**src/rtl/ezp_pkg.sv**
```systemverilog
package ezp_pkg;

  localparam int ANGLE_BITS     = 16;
  localparam int COEF_FRAC_BITS = 14;
  localparam int POS_BITS       = 32;
  localparam int WORK_FRAC      = 30;
  localparam int CORDIC_ITERS   = 30;
  localparam int XW             = 34;  // cordic x, y
  localparam int ZW             = 34;  // cordic residual angle
  localparam int SCW            = 32;  // sine / cosine Q.30
  localparam int CW             = COEF_FRAC_BITS + 2;
  localparam int VW             = 68;  // Q.60 sums
  localparam int RND_SHIFT      = 2 * WORK_FRAC - COEF_FRAC_BITS;
  localparam int RW             = VW - RND_SHIFT;

  localparam logic signed [XW-1:0] CORDIC_X0 = 34'sd652032874;

  typedef struct packed {
    logic [POS_BITS-1:0] x;
    logic [POS_BITS-1:0] y;
    logic [POS_BITS-1:0] z;
  } pos_t;

  typedef struct packed {
    logic signed [XW-1:0] x;
    logic signed [XW-1:0] y;
    logic signed [ZW-1:0] z;
  } lane_t;

  // lane 0 roll, lane 1 pitch, lane 2 yaw
  typedef struct packed {
    lane_t [2:0] lane;
    logic  [2:0] flip;
    pos_t        pos;
  } cell_data_t;

  function automatic logic signed [ZW-1:0] atan_of(input logic [4:0] i);
    logic [31:0] v;
    case (i)
      5'd0:  v = 32'h20000000;  5'd1:  v = 32'h12E4051E;  5'd2:  v = 32'h09FB385B;
      5'd3:  v = 32'h051111D4;  5'd4:  v = 32'h028B0D43;  5'd5:  v = 32'h0145D7E1;
      5'd6:  v = 32'h00A2F61E;  5'd7:  v = 32'h00517C55;  5'd8:  v = 32'h0028BE53;
      5'd9:  v = 32'h00145F2F;  5'd10: v = 32'h000A2F98;  5'd11: v = 32'h000517CC;
      5'd12: v = 32'h00028BE6;  5'd13: v = 32'h000145F3;  5'd14: v = 32'h0000A2FA;
      5'd15: v = 32'h0000517D;  5'd16: v = 32'h000028BE;  5'd17: v = 32'h0000145F;
      5'd18: v = 32'h00000A30;  5'd19: v = 32'h00000518;  5'd20: v = 32'h0000028C;
      5'd21: v = 32'h00000146;  5'd22: v = 32'h000000A3;  5'd23: v = 32'h00000051;
      5'd24: v = 32'h00000029;  5'd25: v = 32'h00000014;  5'd26: v = 32'h0000000A;
      5'd27: v = 32'h00000005;  5'd28: v = 32'h00000003;  5'd29: v = 32'h00000001;
      default: v = 32'h0;
    endcase
    return $signed({{(ZW-32){1'b0}}, v});
  endfunction

  // Q.60 to Q1.COEF_FRAC_BITS: round half up, then clamp to +-1.0
  function automatic logic signed [CW-1:0] to_coef(input logic signed [VW-1:0] v);
    logic signed [VW-1:0] t;
    logic signed [RW-1:0] r;
    logic signed [RW-1:0] one;
    t   = v + (VW'(1) <<< (RND_SHIFT - 1));
    r   = RW'(t >>> RND_SHIFT);
    one = RW'(1) <<< COEF_FRAC_BITS;
    if (r > one) r = one;
    if (r < -one) r = -one;
    return CW'(r);
  endfunction

endpackage

```
**src/rtl/ezp_cordic_cell.sv**
```systemverilog
module ezp_cordic_cell
  import ezp_pkg::*;
(
  input  logic       clk,
  input  logic       rst_n,
  input  logic [4:0] iter,
  input  logic       up_valid,
  output logic       up_ready,
  input  cell_data_t up_data,
  output logic       dn_valid,
  input  logic       dn_ready,
  output cell_data_t dn_data
);

  logic       valid_r, valid_nxt;
  cell_data_t data_r, data_nxt;
  logic signed [ZW-1:0] atan;

  assign atan     = atan_of(iter);
  assign up_ready = !valid_r || dn_ready;

  always_comb begin
    data_nxt = up_data;
    for (int k = 0; k < 3; k++) begin
      if (!up_data.lane[k].z[ZW-1]) begin
        data_nxt.lane[k].x = up_data.lane[k].x - (up_data.lane[k].y >>> iter);
        data_nxt.lane[k].y = up_data.lane[k].y + (up_data.lane[k].x >>> iter);
        data_nxt.lane[k].z = up_data.lane[k].z - atan;
      end else begin
        data_nxt.lane[k].x = up_data.lane[k].x + (up_data.lane[k].y >>> iter);
        data_nxt.lane[k].y = up_data.lane[k].y - (up_data.lane[k].x >>> iter);
        data_nxt.lane[k].z = up_data.lane[k].z + atan;
      end
    end
  end

  always_comb begin
    valid_nxt = valid_r;
    if (up_ready) valid_nxt = up_valid;
  end

  always_ff @(posedge clk) begin
    if (!rst_n) begin
      valid_r <= 1'b0;
    end else begin
      valid_r <= valid_nxt;
    end
  end

  always_ff @(posedge clk) begin
    if (up_ready && up_valid) data_r <= data_nxt;
  end

  assign dn_valid = valid_r;
  assign dn_data  = data_r;

endmodule

```
**config.mk**
```make
export PLATFORM = sky130hd
export DESIGN_NAME = ezp_cordic_cell
export DESIGN_NICKNAME = d
export VERILOG_FILES = /design/src/rtl/ezp_pkg.sv /design/src/rtl/ezp_cordic_cell.sv
export SDC_FILE = /design/constraint.sdc
export NUM_CORES = 2
export LEC_CHECK = 0
export BUFFER_PORTS_ARGS = -buffer_cell sky130_fd_sc_hd__buf_2
export CAP_MARGIN = 20
export CORE_AREA = 2 2 323 325
export DETAILED_ROUTE_END_ITERATION = 10
export DIE_AREA = 0 0 325 327
export PLACE_DENSITY = 0.73
export SETUP_SLACK_MARGIN = 0.15
export SLEW_MARGIN = 20
export SYNTH_ARGS = -nofsm -noshare
export SYNTH_HDL_FRONTEND = slang
export SYNTH_SLANG_ARGS = --single-unit
```
**constraint.sdc**
```tcl
create_clock -name clk -period 13.6 [get_ports clk]
set_clock_uncertainty 0.15 [all_clocks]
set_input_delay 2.04 -clock clk [delete_from_list [all_inputs] [get_ports clk]]
set_output_delay 2.04 -clock clk [all_outputs]
set_load 0.01 [all_outputs]
```
After elaboration in Yosys (flattened, before gate mapping)
Memories as Yosys holds them, arrays and structs flattened.
Cells that the tools add are included.
{"block": "word_totals", "output_inout_bits": 407, "n_memories": 1, "wordCells": 45, "romBits": 960, "register_bits": 406, "inputBits": 414}
{"block": "classes", "n_shift": 6, "n_mux": 3, "addsub": 18, "reduce_logical": 3}
{"name": "(no name shown)", "depth": 32, "word_bits": 30, "read_ports": 1, "rd_clocked_by_memory_dff": 0, "wr": 0, "line_no": "ezp_pkg.sv:39", "rtl": "case (i)"}
{"op": "$mux W102", "count": 3}
{"op": "$add A34 B34 Y34", "count": 6}
{"op": "$sshr A34 B5 Y34", "count": 6}
{"op": "$sub A34 B34 Y34", "count": 6}
{"op": "$add A34 B33 Y34", "count": 3}
{"op": "$sub A34 B33 Y34", "count": 3}
{"op": "$logic_and A1 B1 Y1", "count": 1}
{"op": "$logic_not A1 Y1", "count": 1}
{"op": "$logic_or A1 B1 Y1", "count": 1}

Depth between registers and ports, before layout
{"block": "depth", "word_depth": 3, "mapped_depth": 34, "depth_no_buf": 27}

Worst setup path after synthesis
Ideal clock, no wire load.
{"block": "synth_timing", "path_type": "input to register", "from": "in dn_ready", "to": "reg data_r (netlist bit dn_data[0]) (enable)", "required_ps": 12628, "slack_ps": 1201, "n_path_buf": 0, "arrival_time_ps": 11427, "setup_ps": 822, "cell_stages": 2, "path_cell_list": "nand2b_1 and2_1"}
{"block": "synth_via", "elab_chain_len": 2}
{"element": "start: declaration", "line_no": "ezp_cordic_cell.sv:11", "rtl": "input logic dn_ready,"}
{"element": "$logic_or A1 B1 Y1", "line_no": "ezp_cordic_cell.sv:20", "rtl": "assign up_ready = !valid_r || dn_ready;"}
{"element": "$logic_and A1 B1 Y1", "line_no": "ezp_cordic_cell.sv:51", "rtl": "if (up_ready && up_valid) data_r <= data_nxt;"}
{"element": "end signal: assignment", "line_no": "ezp_cordic_cell.sv:51"}
{"element": "end: declaration", "line_no": "ezp_cordic_cell.sv:16", "rtl": "cell_data_t data_r, data_nxt;"}
No other way between the ends.
A chain may end at the register's enable or synchronous reset.

==> results.tsv <==
metric	value	unit
status	complete, no violations	
I/O pin cnt	821	
post-CTS setup buffers	0	
Startpoint Class	input pin	
worst path bufs/invs	2	
clk_lat worst skew	0.62	ns
layout cell share with drive strength beyond 1	0.2488	
Initial Util	0.4622	
DP HPWL	145900	microns
yosys warns	0	
Hold Path Origin	dn_valid	
Final period util	0.6748	
Power Density	113.2	nW/um^2
vias in the first global route	42350	
Place WS	3.895	ns
Fin. Hold Viols	0	
Final GP Congestion	1.005	
Max Root-Sink Buffers	3	
maximum VDD drop	0.09752	mV
clock slew at reported path FFs	0.06	ns
syn_nets	5636	
unrepaired setup endpoints after global routing	no	
Post-Route WL	187300	microns
DR iter-0 viols	5624	
CTS Hold Bufs	0	
max cap viols	0	
first-pass GRT wire length	271900	microns
Post-synth top cells	425 x a21oi_1, 418 x nor2_1, 405 x edfxtp_1	
worst r2r src	dn_valid	
Crit. Startpoint	iter[0]	
CTS tree	yes	
Rel. slew slack	0.1861	
post-synth cell types	114	
Synth Area in XOR/XNOR	0.08729	
Post-Syn Area	47560	sq um
Vias/cell	6.467	
Global Route Usage Sum	0.3363	
post-layout util	0.5242	
area leader, netlist	edfxtp_1	
leading cell types by total area after synthesis	edfxtp_1 26%, mux4_2 12%, ha_1 8.2%	
Final setup viols	0	
PortBufs	820	
Synth top area share	0.2557	
top_reg_cell synth	edfxtp_1	
Worst Max-Slew Pin Slew	1.221	ns
P_leak	22.37	nW
Via Count	45150	
critical path class	input pin to register	
top-count cell post-synth	a21oi_1	
First-pass DRT Iterations	6	
Critical Path RT	13.85	ns
register area share after synthesis	0.2561	
Slowest cell on crit path	ha_1	
largest net degree at the start of global routing	173	
width of the die	325	microns
Hold Crit Class	register to register	
Fmax	109.0	MHz
CP delay by family, top	compound AO/OA/AOI/OAI gates	
Yosys reg bits	406	
num rows	118	
cts bufs inserted	48	
crit path DAT	9.43	ns
Final ANT Viol Nets	0	
Core Region	102900	sq um
Crit path largest cell delay	0.58	ns
ys async rst share	0	
Final #Nets	6278	
Post-Synth Simple-Gate Area	0.1336	
Synth Area per Inst	9.704	sq um
grt ovf	0	
die height	327	microns
Slew Viols, Final	0	
clock sinks	406	
Post-Synthesis Cells	4901	
Setup WS post-layout	4.423	ns
dpl cells	6873	
fin cells	6981	
root cell of the clock tree	clkbuf_16	
EDFF count, synth	405	
adder-cell area share of the yosys netlist	0.08587	
Post-CTS Resized	0	
Layout area overhead	13.42	%
Compound-Gate Fraction of Synth Area	0.1908	
Wirelength per Cell	26.82	microns
initial antenna violation count	32	
DIE AREA	106300	sq um
CP Capture Type	register	
DRC	0	
min cycle time layout	9.177	ns
register-to-register setup slack	10.21	ns
Final TNS setup	0	ns
maximum fanout along the worst path	65	
main combinational cell family by area after synthesis	multiplexers	
mux contribution to synthesized area	0.2048	
H-tree Lvls	2	
-- layer usage --
metal	wire, microns	global-route usage	part of all wire	up-vias
met1	70010	0.4173	0.37	21530
met5	70	0	0.00037	-
li1	-	-	-	20120
met4	12010	0.1807	0.064	12
met3	18400	0.06812	0.098	601
met2	86760	0.5525	0.46	2877
-- cells in the final DEF (no fill, tap or decap), types with 79 or more instances in the layout --
cell      netlist  routed
a31oi_1        82      82
mux4_2        245     245
nand2_1       367     367
ha_1          312     312
xnor2_1       316     316
a21oi_1       425     425
edfxtp_1      405     405
nor2_1        418     412
a21o_1        135     135
mux2i_1       191     191
nand2b_1       80      79
mux2_2        113     113
buf_2          82     812
xor2_1        158     158
inv_1         117     117
o21ai_0       254     254
-- area by class of cell --
class,instances,area (sq um)
fillers,9448,48970
multi-input cells,4104,33460
flip-flops and latches,406,12180
repair buffers,861,4512
well taps,1380,1727
clock buffers,52,1237
inverters,122,470.5
clock inverters,30,286.5
diodes,26,65.06
-- registers in the layout, summed over array words and instances (netlist names) --
register / flops
dn_data: 405
dn_valid: 1
-- worst min-delay path, stage by stage, from the launching register on --
cell and delay [ns]:
dfxtp_1 0.31, nand2b_1 0.18, a21boi_0 0.12
-- power by group --
group / switching [W] / leakage, nW / total, W / internal, W
clock: 0.000558 / 0.739 / 0.00127 / 0.000716
combinational: 0.00180 / 17.7 / 0.00303 / 0.00123
sequential: 0.0000720 / 3.92 / 0.00180 / 0.00173
-- worst paths after layout --
kind,endpoint,cells after the start
worst max register to register,dn_data[302],4
worst min register to register,dn_valid,2
worst max-delay path,dn_data[131],26
worst min-delay path,dn_valid,2
-- logic make-up after synthesis --
| family | Yosys count |
|---|---|
| buffers and inverters | 391 |
| and+or+nand+nor | 1315 |
| AOI/OAI and AO/OA | 1405 |
| DFF | 406 |
| adders and majority gates | 321 |
| muxes | 589 |
| xor gates and xnor gates | 474 |
-- metrics by stage --
stage | power (W) | hold slack, ns | instance area, sq um
global placement | 0.004769 | 0.4887 | 52350
detailed placement | 0.004794 | 0.5093 | 52350
finish | 0.006109 | 0.5057 | 53940
floorplan | 0.003871 | 0.4596 | 47560
global route | 0.006426 | 0.5188 | 53910
CTS | 0.006098 | 0.5190 | 53880
Power figures use the tool's default switching activity.
